File: config.mk
export PLATFORM = sky130hd
export DESIGN_NAME = rpp_front
export DESIGN_NICKNAME = d
export VERILOG_FILES = /design/src/rtl/rpp_pkg.sv /design/src/rtl/rpp_front.sv
export SDC_FILE = /design/constraint.sdc
export NUM_CORES = 1
export LEC_CHECK = 0
export BUFFER_PORTS_ARGS = -buffer_cell sky130_fd_sc_hd__buf_4
export CAP_MARGIN = 20
export CORE_ASPECT_RATIO = 1.1
export CORE_MARGIN = 3
export CORE_UTILIZATION = 35
export DETAILED_ROUTE_END_ITERATION = 12
export PLACE_DENSITY = 0.54
export SKIP_LAST_GASP = 1
export SLEW_MARGIN = 20
export SYNTH_ARGS = -nofsm -noshare
export SYNTH_HDL_FRONTEND = slang
export SYNTH_SLANG_ARGS = --single-unit
File: constraint.sdc
create_clock -name clk -period 9.88 [get_ports clk]
set_input_delay 1.482 -clock clk [delete_from_list [all_inputs] [get_ports clk]]
set_output_delay 1.482 -clock clk [all_outputs]
set_load 0.05 [all_outputs]
File: src/rtl/rpp_pkg.sv
// Shared types and constants for the refcounted pixel plotter.
package rpp_pkg;

	localparam int IDX_W   = 12;
	localparam int COORD_W = 10;
	localparam int GEO_W   = 9;
	localparam int LIMIT_W = 13;
	localparam int ADDR_W  = 16;
	localparam int CNT_W   = 8;
	localparam int CFG_IDX_W = 2;
	localparam int Q_DEPTH = 2;

	localparam logic [GEO_W-1:0]   WIDTH_RST  = 9'd256;
	localparam logic [GEO_W-1:0]   HEIGHT_RST = 9'd256;
	localparam logic [LIMIT_W-1:0] LIMIT_RST  = 13'd0;

	typedef enum logic [CFG_IDX_W-1:0] {
		REG_WIDTH  = 2'd0,
		REG_HEIGHT = 2'd1,
		REG_LIMIT  = 2'd2
	} cfg_reg_t;

	typedef enum logic [1:0] {
		OP_NONE    = 2'd0,
		OP_MISSING = 2'd1,
		OP_DRAW    = 2'd2,
		OP_ERASE   = 2'd3
	} op_t;

	typedef struct packed {
		op_t               op;
		logic [ADDR_W-1:0] bit_addr;
	} cmd_t;

	typedef struct packed {
		logic              changed;
		logic [ADDR_W-1:0] addr;
		logic              value;
		logic              missing;
		logic              wrapped;
	} result_t;

endpackage

File: src/rtl/rpp_front.sv
// Front end: configuration registers, input acceptance and point classification.
module rpp_front #(
	parameter int MAX_POINTS = 4096,
	parameter int MAX_WIDTH  = 256,
	parameter int MAX_HEIGHT = 256,
	parameter int PA_W       = 12,
	parameter int CA_W       = 16
) (
	input  logic                           clk,
	input  logic                           arst_n,
	input  logic                           cfg_valid,
	output logic                           cfg_ready,
	input  logic [rpp_pkg::CFG_IDX_W-1:0]  cfg_index,
	input  logic [rpp_pkg::LIMIT_W-1:0]    cfg_data,
	input  logic                           in_valid,
	output logic                           in_ready,
	input  logic [rpp_pkg::IDX_W-1:0]      point_index,
	input  logic [rpp_pkg::COORD_W-1:0]    pixel_x,
	input  logic [rpp_pkg::COORD_W-1:0]    pixel_y,
	input  logic                           pixel_found,
	input  logic                           keep_going,
	input  logic                           clearing,
	input  logic                           q_full,
	output logic                           push,
	output rpp_pkg::cmd_t                  cmd,
	output logic [PA_W-1:0]                pt_addr,
	output logic [CA_W-1:0]                cnt_addr
);

	localparam int CW = rpp_pkg::COORD_W;
	localparam int GW = rpp_pkg::GEO_W;

	logic [GW-1:0]                 width_q, height_q;
	logic [rpp_pkg::LIMIT_W-1:0]   limit_q;
	logic [GW-1:0]                 w_sat, h_sat;
	logic [CW-1:0]                 stride;
	logic [2*CW-1:0]               row_b;
	logic [CW+GW-1:0]              row_c;
	logic                          legal, in_area;

	assign cfg_ready = 1'b1;

	always_ff @(posedge clk or negedge arst_n) begin
		if (!arst_n) begin
			width_q  <= rpp_pkg::WIDTH_RST;
			height_q <= rpp_pkg::HEIGHT_RST;
			limit_q  <= rpp_pkg::LIMIT_RST;
		end else if (cfg_valid) begin
			case (cfg_index)
				rpp_pkg::REG_WIDTH:  width_q  <= cfg_data[GW-1:0];
				rpp_pkg::REG_HEIGHT: height_q <= cfg_data[GW-1:0];
				rpp_pkg::REG_LIMIT:  limit_q  <= cfg_data;
				default: ;
			endcase
		end
	end

	always_comb begin
		w_sat = (32'(width_q) > MAX_WIDTH) ? GW'(MAX_WIDTH) : width_q;
		h_sat = (32'(height_q) > MAX_HEIGHT) ? GW'(MAX_HEIGHT) : height_q;
		stride = (CW'(w_sat) + CW'(15)) & ~CW'(15);
		legal  = (32'(limit_q) <= MAX_POINTS) && (32'(point_index) < MAX_POINTS);
		in_area = (pixel_x < CW'(w_sat)) && (pixel_y < CW'(h_sat)) && keep_going;
		row_b  = pixel_y * stride;
		row_c  = pixel_y * w_sat;

		cmd.bit_addr = rpp_pkg::ADDR_W'(row_b + (2*CW)'(pixel_x));
		if (!legal) begin
			cmd.op = rpp_pkg::OP_NONE;
		end else if (!pixel_found) begin
			cmd.op = rpp_pkg::OP_MISSING;
		end else if (in_area) begin
			cmd.op = ({1'b0, point_index} < limit_q) ? rpp_pkg::OP_DRAW
			                                          : rpp_pkg::OP_ERASE;
		end else begin
			cmd.op = rpp_pkg::OP_NONE;
		end
		pt_addr  = PA_W'(point_index);
		cnt_addr = CA_W'(row_c + (CW+GW)'(pixel_x));
	end

	assign in_ready = !clearing && !q_full;
	assign push     = in_valid && in_ready;

endmodule

==> out/results.tsv <==
metric	value	unit
outcome	finished, final reports clean	
ctsHoldBuffers	0	
final_nets	1046	
cts_buffer_depth	2	
grtUsageTotal	14.4	%
grt_pass1_vias	5151	
h-tree-depth	2	
rsz0062_at_grt	no	
synth_fa_ha_area_share	43.2	%
setup_viol_count_final	0	
routed_via_density	4.76	
synth_simple_gate_area_share	17.2	%
synth_ff_type	dfrtp_1	
post-route-min-period	7.84	ns
tns	0	ns
avgSynthCellArea	9.11	um^2
fmax	128	MHz
synth_top_family_by_area	adder cells	
fin_skew	0	ns
synth_compound_area_share	6.97	%
yosysSeqAreaShare	11.6	%
diodes	0	
final_hold_viol_count	0	
synthCells	737	
cp_max_fo	15	
top_level_ports	104	
clk_latency	0.27	ns
dr.first_iter.drc_count	171	
ys_ff_latch	31	
synth.area.top_cells	fa_1 (27%), ha_1 (16%), dfrtp_1 (11%)	
arrival	6.36	ns
portBuffers	102	
synth_edf_count	0	
gp_congestion	0.774	
root_buffer	clkbuf_16	
end_kind	primary output	
ant_nets	0	
drt_wl_total	14.7	mm
row_count	52	
grt_max_degree	32	
path_clk_slew	0.05	ns
fp.coreArea	18600	um^2
final_util	41.7	%
worst_pin_slew	0.939	ns
maxCapViolCount	0	
synth_cell_types	57	
synth_top_area_share	26.8	%
synth_area	6720	um^2
dieArea	20900	um^2
synthArstFlopShare	100	%
die-height	151	um
slew_headroom	37.2	%
min_path_type	register to register	
drc	0	
drive_gt1_share	18.2	%
fin_crit_sh	79.4	%
grt_overflow	0	
via_count	5034	
synth.area.mux_share	5.20	%
cts.sinks	31	
dr.pass1.iters	4	
start_kind	input pin	
yosys.area.top_type	fa_1	
yosysWarnings	0	
cp.required	8.40	ns
antenna_found_initial	0	
numCtsBuffers	5	
synth-xor-area-share	5.66	%
n_fill_cell	1915	
slew_violations	0	
cts_setup_buffers	0	
cts_tree	done	
dp_hpwl	12.4	mm
syn_to_final_growth	15.5	%
grt_pass1_wl	25.0	mm
initial_core_util	36.1	%
fp.dieW	138	um
cts_resized	0	
wire_per_inst	13.9	um
crit_type	input pin to primary output	
registers in the layout, summed over array words and instances, names as in the netlist:
register,count
width_q,9
limit_q,13
height_q,9
synth_stat cells, types with 8 or more instances:
library cell,count
ha_1,88
fa_1,90
xor2_1,14
nor2_1,18
and2_1,68
buf_4,17
inv_1,123
clkbuf_1,19
dfrtp_1,29
xnor2_1,25
mux2_2,31
nand3_1,8
o21ai_0,9
a21o_1,13
nor2b_1,10
nand2_1,82
a21oi_1,20
cell families (layout without fill, tap and decap cells):
kind of cell | Yosys count | in the layout
xor+xnor | 41 | 41
flops | 31 | 31
mux | 31 | 31
other cells | 2 | 7
buf+inv | 163 | 235
fa+ha+maj | 178 | 178
compound gates | 71 | 71
simple gates | 220 | 220
layer usage:
layer / track usage, % / vias to the layer above / part of all wire [%]
li1: - / 2476 / -
met1: 19.8 / 2432 / 47
met2: 24.5 / 107 / 48
met3: 1.45 / 19 / 3.3
met4: 3.71 / 0 / 2.5
met5: 0 / - / 0
cell type report:
| class | instances | area [um^2] | area share (%) |
|---|---|---|---|
| clock buffer | 8 | 156 | 2.02 |
| inverter | 124 | 465 | 6.00 |
| tap | 243 | 304 | 3.92 |
| sequential | 31 | 778 | 10.0 |
| timing repair buffer | 103 | 773 | 9.97 |
| multi-input combinational | 548 | 5280 | 68.1 |
cells in the final DEF (no fill, tap or decap), drive strengths merged, types with 4 or more instances in the layout:
master,synthesis,final
a21o,13,13
a21oi,20,20
and2,68,68
buf,20,103
clkbuf,19,8
conb,2,7
dfrtp,29,29
fa,90,90
ha,88,88
inv,123,123
mux2,31,31
nand2,83,83
nand2b,4,4
nand3,8,8
nor2,18,18
nor2b,10,10
nor4,7,7
o211ai,4,4
o21a,7,7
o21ai,10,10
xnor2,26,26
xor2,14,14
metrics by stage:
stage	instance area [um^2]	hold slack [ns]	worst slack [ns]	std cells
finish	7760	0.503	2.04	1057
global route	7760	0.523	1.72	1057
CTS	7760	0.509	2.00	1057
detailed placement	7600	0.498	2.00	1049
global placement	7600	0.490	2.06	1049
floorplan	6730	0.471	2.09	742
worst paths after layout:
check / from / end / slack, ns / cells after the start
max: pixel_y[0] / cnt_addr[14] / 2.04 / 17
min: height_q[6]$_DFFE_PN0P_ / height_q[6]$_DFFE_PN0P_ / 0.50 / 1
max reg2reg: width_q[8]$_DFFE_PN1P_ / width_q[8]$_DFFE_PN1P_ / 8.76 / 2
min reg2reg: height_q[6]$_DFFE_PN0P_ / height_q[6]$_DFFE_PN0P_ / 0.50 / 1
max in group asynchronous: arst_n / width_q[8]$_DFFE_PN1P_ / 8.42 / 1
min in group asynchronous: arst_n / limit_q[12]$_DFFE_PN0P_ / 1.13 / 1
critical path: stages:
cell	delay, ns
buf_4	0.16
nand2_1	0.09
fa_1	0.52
fa_1	0.55
inv_1	0.06
fa_1	0.50
fa_1	0.57
fa_1	0.43
ha_1	0.39
a21oi_1	0.19
nor2b_1	0.06
nor2_1	0.15
nand2_1	0.07
o221ai_1	0.33
or4b_1	0.48
o211ai_1	0.11
buf_4	0.22
Power is not shown: default switching activity piles up to over one toggle a cycle in this logic, so the estimate is an artifact.
