File: src/rtl/rpp_pkg.sv
// Shared types and constants for the refcounted pixel plotter.
package rpp_pkg;

	localparam int IDX_W   = 12;
	localparam int COORD_W = 10;
	localparam int GEO_W   = 9;
	localparam int LIMIT_W = 13;
	localparam int ADDR_W  = 16;
	localparam int CNT_W   = 8;
	localparam int CFG_IDX_W = 2;
	localparam int Q_DEPTH = 2;

	localparam logic [GEO_W-1:0]   WIDTH_RST  = 9'd256;
	localparam logic [GEO_W-1:0]   HEIGHT_RST = 9'd256;
	localparam logic [LIMIT_W-1:0] LIMIT_RST  = 13'd0;

	typedef enum logic [CFG_IDX_W-1:0] {
		REG_WIDTH  = 2'd0,
		REG_HEIGHT = 2'd1,
		REG_LIMIT  = 2'd2
	} cfg_reg_t;

	typedef enum logic [1:0] {
		OP_NONE    = 2'd0,
		OP_MISSING = 2'd1,
		OP_DRAW    = 2'd2,
		OP_ERASE   = 2'd3
	} op_t;

	typedef struct packed {
		op_t               op;
		logic [ADDR_W-1:0] bit_addr;
	} cmd_t;

	typedef struct packed {
		logic              changed;
		logic [ADDR_W-1:0] addr;
		logic              value;
		logic              missing;
		logic              wrapped;
	} result_t;

endpackage

File: src/rtl/rpp_queue.sv
// Short FIFO between the classify front end and the update back end.
module rpp_queue #(
	parameter int DATA_W = 8
) (
	input  logic              clk,
	input  logic              arst_n,
	input  logic              push,
	input  logic [DATA_W-1:0] wdata,
	input  logic              pop,
	output logic [DATA_W-1:0] rdata,
	output logic              full,
	output logic              empty
);

	localparam int PTR_W = (rpp_pkg::Q_DEPTH > 1) ? $clog2(rpp_pkg::Q_DEPTH) : 1;
	localparam int CNT_W = $clog2(rpp_pkg::Q_DEPTH + 1);
	localparam logic [PTR_W-1:0] PTR_LAST = PTR_W'(rpp_pkg::Q_DEPTH - 1);
	localparam logic [CNT_W-1:0] CNT_FULL = CNT_W'(rpp_pkg::Q_DEPTH);

	logic [DATA_W-1:0] slot_q [rpp_pkg::Q_DEPTH];
	logic [PTR_W-1:0]  wr_ptr_q, rd_ptr_q;
	logic [CNT_W-1:0]  count_q;

	assign full  = (count_q == CNT_FULL);
	assign empty = (count_q == '0);
	assign rdata = slot_q[rd_ptr_q];

	always_ff @(posedge clk) begin
		if (push) begin
			slot_q[wr_ptr_q] <= wdata;
		end
	end

	always_ff @(posedge clk or negedge arst_n) begin
		if (!arst_n) begin
			wr_ptr_q <= '0;
			rd_ptr_q <= '0;
			count_q  <= '0;
		end else begin
			if (push) begin
				wr_ptr_q <= (wr_ptr_q == PTR_LAST) ? '0 : wr_ptr_q + 1'b1;
			end
			if (pop) begin
				rd_ptr_q <= (rd_ptr_q == PTR_LAST) ? '0 : rd_ptr_q + 1'b1;
			end
			case ({push, pop})
				2'b10:   count_q <= count_q + 1'b1;
				2'b01:   count_q <= count_q - 1'b1;
				default: count_q <= count_q;
			endcase
		end
	end

endmodule

File: config.mk
export PLATFORM = sky130hd
export DESIGN_NAME = rpp_queue
export DESIGN_NICKNAME = d
export VERILOG_FILES = /design/src/rtl/rpp_pkg.sv /design/src/rtl/rpp_queue.sv
export SDC_FILE = /design/constraint.sdc
export NUM_CORES = 1
export LEC_CHECK = 0
export ABC_AREA = 1
export BUFFER_PORTS_ARGS = -buffer_cell sky130_fd_sc_hd__buf_2
export CAP_MARGIN = 20
export CORE_MARGIN = 2
export CORE_UTILIZATION = 49
export DETAILED_ROUTE_END_ITERATION = 8
export PLACE_DENSITY = 0.75
export REMOVE_ABC_BUFFERS = 1
export SKIP_CTS_REPAIR_TIMING = 1
export SLEW_MARGIN = 20
export SYNTH_ARGS = -nofsm -noshare
export SYNTH_HDL_FRONTEND = slang
export SYNTH_SLANG_ARGS = --single-unit
export TNS_END_PERCENT = 5
File: constraint.sdc
create_clock -name clk -period 2.4 [get_ports clk]
set_input_delay 0.48 -clock clk [delete_from_list [all_inputs] [get_ports clk]]
set_output_delay 0.48 -clock clk [all_outputs]
set_load 0.01 [all_outputs]
==> metrics.cfg, run 1 <==
[run_status]
status=finished clean

[worst_setup_path]
r2r-end=slot_q[0][0]
required_ps=1920
r2r_cells=1
startpoint=rd_ptr_q
cp-start-kind=flip-flop
worstSetupPathType=reg2out
worstSetupEndpoint=rdata[5]
r2r_start=wr_ptr_q
worst_ep_arrival_time_ps=1360
critPathCaptureType=output port
crit_fanout=17
r2r_slack_ps=1090

[floorplan]
core_mm2=0.00154
fp.dieArea_mm2=0.00202
rows=14
die_h_um=44.9
start_util_pct=53.2
io_pins=22
dieWidth_um=44.9

[sta]
hold_viol_final=0
fmax_mhz=543
fin_tns_setup_ps=0
skew_ps=10.7
fin_hold_ws_ps=364
rsz0062_at_grt=false
drv_slew=0
fin_crit_ps=1840
finalCritPeriodShare_pct=76.7
setup_viol=0
max_slew.worst_pin.slew_ps=673
slew_headroom_pct=54.9

[finish]
multi_input_area_um2=161
num_antenna_cells=0
final_nets=104
fin_area_um2=956
nFillCells=130
area_growth_pct=16.5
ff_latch_area_um2=581
drive_above_1_share_pct=30.0

[clocking]
cts_inserted_buffers=3
clk_pin_slew_ps=110
clock_latency_ps=290
htreeDepth=1
root_buffer=clkbuf_4
clk_path_buf_depth=2
cts_tree=done
clock-sinks=20

[yosys]
synth_top_cell_by_area=edfxtp_1
syn-cell-area_um2=821
synth_top_cell_area_share_pct=58.5
ys_types=14
synth_cells=66
synth_seq_cells=20
synth_warnings=0
syn_area_per_cell_um2=12.4
seq_area_frac_synth_pct=70.7
synth_area_leaders=edfxtp_1, dfrtp_1, inv_1

[route]
viasPerCell=4.72
wl_per_cell_um=12.0
top_layer_used=met4
drtIter0Drc=17
met1_length_um=558
wl_met2_um=630
ant_nets=0
routed_wirelength_um=1270
remaining_drc_errors=0
route.met3.wl_um=68
dr.pass1.iters=4
vias=500

[global_route]
grt_pass1_wl_um=1950
grt_use_total_pct=14.2
grt_pass1_vias=480
antenna_found_initial=0
grt_remaining_overflow=0
grt_max_degree=18

[place]
port_buffers=21
placed_area_um2=920
hpwl_um=893
gp_congestion=0.708

[min_path]
hp-class=in2reg

[power_and_ir_drop]
power.density_mw_per_mm2=1060
p_leak_nw=0.450
ir_drop_uv=612

[run]
maxCapViolCount=0

-- cell usage after synthesis, drive strengths merged --
library cell / number
nand2: 13
nor2: 3
o21ai: 8
edfxtp: 16
dfrtp: 4
xor2: 2
inv: 14
buf: 2
ha: 1
xnor2: 1
nand3: 1
nand4: 1
-- layout make-up --
type	count	area share (%)
clock buffer	4	2.75
inverter	14	5.50
multi-input combinational	30	16.9
sequential	20	60.7
tap	16	2.09
timing repair buffer	22	12.0
-- cells by family (layout without fill, tap and decap cells) --
family          after synthesis  after routing  share of synthesized area, %
flops                        20             20                          70.7
fa+ha+maj                     1              1                          1.52
buf+inv                      16             40                          9.60
xor+xnor                      3              3                          3.20
simple gates                 18             18                          8.69
compound gates                8              8                          6.25
-- state kept, by name, summed over array words and instances (netlist names) --
register,cells
slot_q,16
count_q,2
rd_ptr_q,1
wr_ptr_q,1
-- power breakdown --
| part | leakage (nW) | switching (mW) | internal [mW] | total (mW) |
|---|---|---|---|---|
| combinational | 0.237 | 0.175 | 0.129 | 0.303 |
| clock | 0.0150 | 0.0961 | 0.0646 | 0.161 |
| sequential | 0.197 | 0.0810 | 0.471 | 0.552 |
-- stage by stage --
stage	setup slack, ps	std cells	utilization (%)	power, mW
after floorplan	1050	64	-	0.728
after global placement	917	101	59.7	0.844
after detailed placement	849	101	59.7	0.864
after CTS	533	105	61.4	1.02
after global routing	430	106	62.0	1.09
final	559	106	62.0	1.02
-- cell usage in the layout (no fill, tap or decap) --
cell type,count
xnor2_1,1
ha_1,1
xor2_1,2
o21ai_0,5
edfxtp_1,16
dfrtp_1,4
nor2_1,3
nand4_1,1
dlygate4sd3_1,1
inv_1,14
nand2_1,13
buf_2,21
nand3_1,1
clkbuf_4,3
o21ai_2,3
clkbuf_1,1
-- worst min path at each step --
stage / start / to / cells after the start / slack (ps)
finish: wdata[7] / slot_q[1][7] / 1 / 360
global placement: arst_n / count_q[0] / 1 / 290
detailed placement: arst_n / count_q[0] / 1 / 290
global route: wdata[2] / slot_q[1][2] / 1 / 350
floorplan: arst_n / count_q[0] / 0 / 180
CTS: arst_n / wr_ptr_q / 1 / -30
-- critical path: stages (launching register included) --
cell and delay, ps:
dfrtp_1 700, nand2_1 140, o21ai_2 90, buf_2 140
-- layer usage --
metal,vias to the layer above,track usage (%)
li1,264,-
met1,218,16.0
met2,16,24.3
met3,2,4.00
met4,0,7.65
met5,-,0
Note: power is estimated with default switching activity, not from simulation.
==> run 2: changes to the inputs <==
Settings changed: CORE_UTILIZATION 49 to 44, PLACE_DENSITY 0.75 to 0.71.
Clock period 2.4 ns to 1.6 ns, I/O delays scaled along.
==> run 2 against run 1 <==
  * Register-to-register slack lost 650 ps
  * Critical endpoint is now rdata[0]
  * Critical path depth unchanged
  * Largest cell class unchanged
  * Clock power rose by 43%
  * Worst setup slack worse by 440 ps
  * Die area up 10%
==> metrics.cfg, run 2 (same netlist as run 1, synthesis figures left out) <==
[clocking]
clk_pin_slew_ps=100  ; about the same
cts_tree=done
cts_inserted_buffers=3  ; unchanged
clock_latency_ps=300  ; about the same
htreeDepth=1  ; unchanged
clk_path_buf_depth=2  ; unchanged
clock-sinks=20  ; unchanged
root_buffer=clkbuf_4

[finish]
num_antenna_cells=0  ; unchanged
largest_reg_flops=16  ; unchanged
drive_above_1_share_pct=32.6  ; +2.6 points
regMostFlops=slot_q
reg_top3=slot_q x16, count_q x2
final_cell_mix=buf_2, edfxtp_1, inv_1, nand2_1, o21ai_0
area_growth_pct=19.8
fin_area_um2=983  ; +2.9%
final_common_cell=buf_2
nFillCells=149  ; +15%
final_nets=106  ; +1.9%
final_cells=117  ; +10%

[global_route]
antenna_found_initial=0  ; unchanged
grt_max_degree=18  ; unchanged
grt_use_total_pct=10.7  ; -3.5 points
grt_pass1_wl_um=1570  ; -20%
grt_remaining_overflow=0  ; unchanged
grt_pass1_vias=412  ; -14%

[route]
dr.pass1.iters=4  ; unchanged
vias=507  ; +1.4%
drtIter0Drc=7  ; -10
wl_per_cell_um=9.99  ; -17%
viasPerCell=4.33  ; -8.1%
routed_wirelength_um=1170  ; -7.9%
ant_nets=0  ; unchanged
remaining_drc_errors=0  ; unchanged

[power_and_ir_drop]
ir_drop_uv=730  ; +19%
pwr-share-seq_pct=53.6  ; -0.7 points
p_leak_nw=0.459  ; +2.1%
p_int_mw=1.02  ; +53%
switchingPower_mw=0.516  ; +47%
power.density_mw_per_mm2=1560  ; +47%
clock_power_share_pct=15.1  ; -0.7 points
swShare_pct=33.7  ; -0.99 points
combPwrFrac_pct=31.3  ; +1.4 points

[place]
hpwl_um=827  ; -7.4%
placed_area_um2=938  ; +2.0%
port_buffers=21  ; unchanged
gp_congestion=0.626  ; -12%
place_inst=111  ; +9.9%

[floorplan]
io_pins=22  ; unchanged
die_h_um=47.2  ; +5.0%
fp.dieArea_mm2=0.00223  ; +10%
rows=15  ; +1
core_mm2=0.00175  ; +13%
start_util_pct=47.0  ; -6.2 points
dieWidth_um=47.2  ; +5.0%

[sta]
fin_crit_ps=1480
slew_headroom_pct=79.2  ; +24 points
rsz0062_at_grt=true
fmax_mhz=674
setup_viol=0  ; unchanged
max_slew.worst_pin.slew_ps=312  ; -362 ps
hold_viol_final=0  ; unchanged
skew_ps=0.672  ; -9.99 ps
finalCritPeriodShare_pct=92.7
drv_slew=0  ; unchanged

[worst_setup_path]
worst_ep_arrival_time_ps=1160  ; -200 ps
startpoint=rd_ptr_q
critPathCaptureType=output port
crit_fanout=17  ; unchanged
r2r-end=slot_q[0][5]
r2r_cells=2  ; +1
required_ps=1280  ; -640 ps
r2r_start=wr_ptr_q
r2r_slack_ps=440  ; -650 ps
cp-start-kind=flip-flop
worstSetupPathType=reg2out

[min_path]
whs_path_depth=2  ; +1
hp-class=in2reg
min_to=rd_ptr_q
holdCritStartpoint=pop

[run_status]
status=finished clean

[run]
maxCapViolCount=0  ; unchanged

-- run 2: layout make-up --
type | count | area, µm² | share of cell area (%)
clock buffer | 3 | 22.5 | 2.29
multi-input combinational | 30 | 161 | 16.4
inverter | 14 | 52.6 | 5.34
tap | 25 | 31.3 | 3.18
clock inverter | 1 | 3.75 | 0.382
sequential | 20 | 582 | 59.2
timing repair buffer | 24 | 130 | 13.2
-- run 2: power by group through the flow --
stage	clock [mW]	sequential, mW	combinational, mW
finish	0.231	0.821	0.480
global route	0.263	0.843	0.545
CTS	0.242	0.823	0.464
detailed placement	0	0.837	0.460
global placement	0	0.828	0.449
floorplan	0	0.809	0.283
-- run 2: worst max-delay path: stages (launching register included) --
cell	delay, ps
dfrtp_2	550
nand2_1	110
o21ai_2	70
buf_2	140
-- run 2: routing by layer --
layer | share of wire (%) | vias to the layer above | GRT usage [%]
met5 | 0 | - | 0
met4 | 3.7 | 0 | 8.33
li1 | - | 269 | -
met3 | 6.8 | 5 | 2.69
met2 | 46 | 19 | 17.0
met1 | 44 | 214 | 12.3
-- run 2: stage by stage --
stage	worst slack, ps	power (mW)	utilization, %	TNS [ps]	hold slack (ps)
2_1_floorplan	410	1.09	-	0	24.4
3_3_place_gp	292	1.28	53.8	0	132
3_5_place_dp	248	1.30	53.8	0	130
4_1_cts	-91.4	1.53	55.3	-621	-200
5_1_grt	-11.0	1.65	56.3	-12.2	185
6_report	117	1.53	56.3	0	202
-- run 2: how the worst max path moves through the flow --
stage	to	slack, ps	depth (start not counted)
2_1_floorplan	rdata[1]	410	1
3_3_place_gp	rdata[6]	290	2
3_5_place_dp	rdata[0]	250	3
4_1_cts	rdata[0]	-90	3
5_1_grt	rdata[6]	-10	3
6_report	rdata[0]	120	3
==> run 3: changes to the inputs <==
Settings changed: ABC_AREA 1 to not set, CORE_ASPECT_RATIO set to 0.8, CORE_UTILIZATION 44 to 43.
==> run 3 against run 2 <==
  * The run now ends with negative setup slack left
  * Design area shrank 3.2%
  * Combinational power is 4% lower
  * Clock skew hardly changed
  * Register-to-register slack gained 80 ps
  * Non-clock buffer count is the same
  * Sequential power shrank 2%
  * Highest routed layer is now met3
  * Via count shrank 20%
  * Hold slack improved by 5.0 ps
  * Clock-buffer cell count rose by 1
  * Utilization is 1.6 points higher
==> metrics.cfg, run 3 <==
[run_status]
status=finished, violations left
violations=negative setup slack

[sta]
fin_crit_ps=1610  ; +126 ps
setup_viol=1  ; +1
hold_viol_final=0  ; unchanged
slew_headroom_pct=75.4  ; -3.8 points
rsz0062_at_grt=true
setup_ws_ps=-8.58  ; -126 ps
finalCritPeriodShare_pct=101  ; +7.9 points
skew_ps=1.04  ; +0.364 ps
fmax_mhz=622  ; -7.8%
max_slew.worst_pin.slew_ps=369  ; +56.7 ps
drv_slew=0  ; unchanged

[place]
hpwl_um=816  ; -1.3%
port_buffers=21  ; unchanged
gp_congestion=0.679  ; +8.5%
place_inst=84  ; -24%

[yosys]
synthTopCellsByCount=edfxtp_1, mux2_2, dfrtp_1
synth_cells=41  ; -38%
synth_warnings=0  ; unchanged
synthFlopType=edfxtp_1
syn-cell-area_um2=762  ; -7.2%
ys_types=11  ; -3
syn_area_per_cell_um2=18.6  ; +49%
async_flop_share_pct=20.0  ; unchanged
synth_top_cell_area_share_pct=63.1  ; +4.5 points
seq_area_frac_synth_pct=76.2  ; +5.5 points
synth_area_leaders=edfxtp_1, dfrtp_1, mux2_2
synth_seq_cells=20  ; unchanged
synth_edf_count=16  ; unchanged
yosysMostFrequentCell=edfxtp_1
synth_top_cell_by_area=edfxtp_1

[worst_setup_path]
required_ps=1280  ; about the same
worstSetupEndpoint=rdata[7]
worst_ep_arrival_time_ps=1290  ; +130 ps
max_stage_delay_ps=490  ; -60 ps
critPathSlowestCell=dfrtp_2
path_cells=mux2_2, buf_2
r2r_cells=1  ; -1
cp-start-kind=flip-flop
critPathCaptureType=output port
worstSetupPathType=reg2out
startpoint=rd_ptr_q
crit_fanout=9  ; -8
r2r-end=slot_q[1][5]
r2r_start=wr_ptr_q
r2r_slack_ps=520  ; +80 ps

[route]
viasPerCell=4.53  ; +4.6%
drtIter0Drc=14  ; +7
dr.pass1.iters=2  ; -2
routed_wirelength_um=1130  ; -3.2%
ant_nets=0  ; unchanged
vias=408  ; -20%
remaining_drc_errors=0  ; unchanged
wl_per_cell_um=12.6  ; +26%

[floorplan]
fp.dieArea_mm2=0.00213  ; -4.5%
start_util_pct=46.4  ; -0.64 points
die_h_um=41.7  ; -12%
core_mm2=0.00164  ; -5.9%
io_pins=22  ; unchanged
dieWidth_um=51.1  ; +8.2%
rows=13  ; -2

[power_and_ir_drop]
pwr-share-seq_pct=51.9  ; -1.7 points
p_total_mw=1.55  ; +1.1%
p_int_mw=1.11  ; +8.7%
clock_power_share_pct=18.3  ; +3.2 points
p_leak_nw=0.391  ; -15%
power.density_mw_per_mm2=1630  ; +4.4%
ir_drop_uv=717  ; -1.9%
swShare_pct=28.7  ; -5.0 points
switchingPower_mw=0.444  ; -14%
combPwrFrac_pct=29.8  ; -1.5 points

[clocking]
clock_latency_ps=290  ; about the same
clock-sinks=20  ; unchanged
htreeDepth=1  ; unchanged
cts_inserted_buffers=3  ; unchanged
root_buffer=clkbuf_4
clk_path_buf_depth=2  ; unchanged
clk_pin_slew_ps=110  ; about the same
cts_tree=done

[finish]
reg_top3=slot_q x16, count_q x2
final_cells=90  ; -23%
regMostFlops=slot_q
drive_above_1_share_pct=54.4  ; +22 points
area_growth_pct=25.0
final_common_cell=buf_2
fin_util_pct=58.0  ; +1.6 points
final_cell_mix=buf_2, edfxtp_1, mux2_2
largest_reg_flops=16  ; unchanged
num_antenna_cells=0  ; unchanged
final_nets=82  ; -23%

[global_route]
antenna_found_initial=0  ; unchanged
grt_pass1_wl_um=1830  ; +17%
grt_pass1_vias=413  ; +0.24%
grt_remaining_overflow=0  ; unchanged
grt_use_total_pct=12.0  ; +1.3 points
grt_max_degree=12  ; -6

[run]
maxCapViolCount=0  ; unchanged

[min_path]
hp-class=in2reg

run 3: worst min path at each step:
| stage | slack, ps | endpoint | cells after the start | from |
|---|---|---|---|---|
| finish | 210 | rd_ptr_q | 2 | pop |
| global route | 200 | slot_q[0][1] | 1 | wdata[1] |
| CTS | -190 | wr_ptr_q | 1 | arst_n |
| detailed placement | 130 | count_q[1] | 1 | arst_n |
| global placement | 130 | count_q[0] | 1 | arst_n |
| floorplan | 20 | count_q[0] | 0 | arst_n |
run 3: cells by family (layout without fill, tap and decap cells):
group	after synthesis	after routing	synth area share (%)
xor+xnor	5	5	5.75
fa+ha+maj	1	1	1.64
buf+inv	2	29	1.15
flops	20	20	76.2
mux	8	8	11.8
simple gates	5	5	3.45
run 3: power by group through the flow:
| stage | Sequential, mW | Clock (mW) | Combinational (mW) |
|---|---|---|---|
| finish | 0.803 | 0.284 | 0.462 |
| global route | 0.825 | 0.308 | 0.505 |
| CTS | 0.807 | 0.290 | 0.444 |
| detailed placement | 0.819 | 0 | 0.443 |
| global placement | 0.811 | 0 | 0.436 |
| floorplan | 0.791 | 0 | 0.288 |
run 3: layer usage:
layer	global-route usage (%)	wire [µm]	vias to the layer above
met3	4.32	45	0
met2	20.3	602	7
met4	4.86	0	0
met1	13.8	484	199
li1	-	-	202
met5	0	0	-
run 3: final cells by class:
type	instances	area, µm²
fill	140	691
sequential	20	582
multi-input combinational	19	173
timing repair buffer	24	130
clock buffer	4	36.3
tap	22	27.5
inverter	1	3.75
run 3: critical path: cells and delay by family (launching register included):
| kind | cells | cell delay, ps |
|---|---|---|
| buffers and inverters | 1 | 140 |
| DFF | 1 | 490 |
| muxes | 1 | 360 |
run 3: through the flow:
step                      hold slack, ps  cell area [µm²]  worst slack (ps)  setup TNS [ps]
after floorplan                     24.4              757               402               0
after global placement               133              897               215               0
after detailed placement             133              897               191               0
after CTS                           -195              933              -145           -1080
after global routing                 200              952             -64.1            -458
final                                207              952             -8.58           -8.58
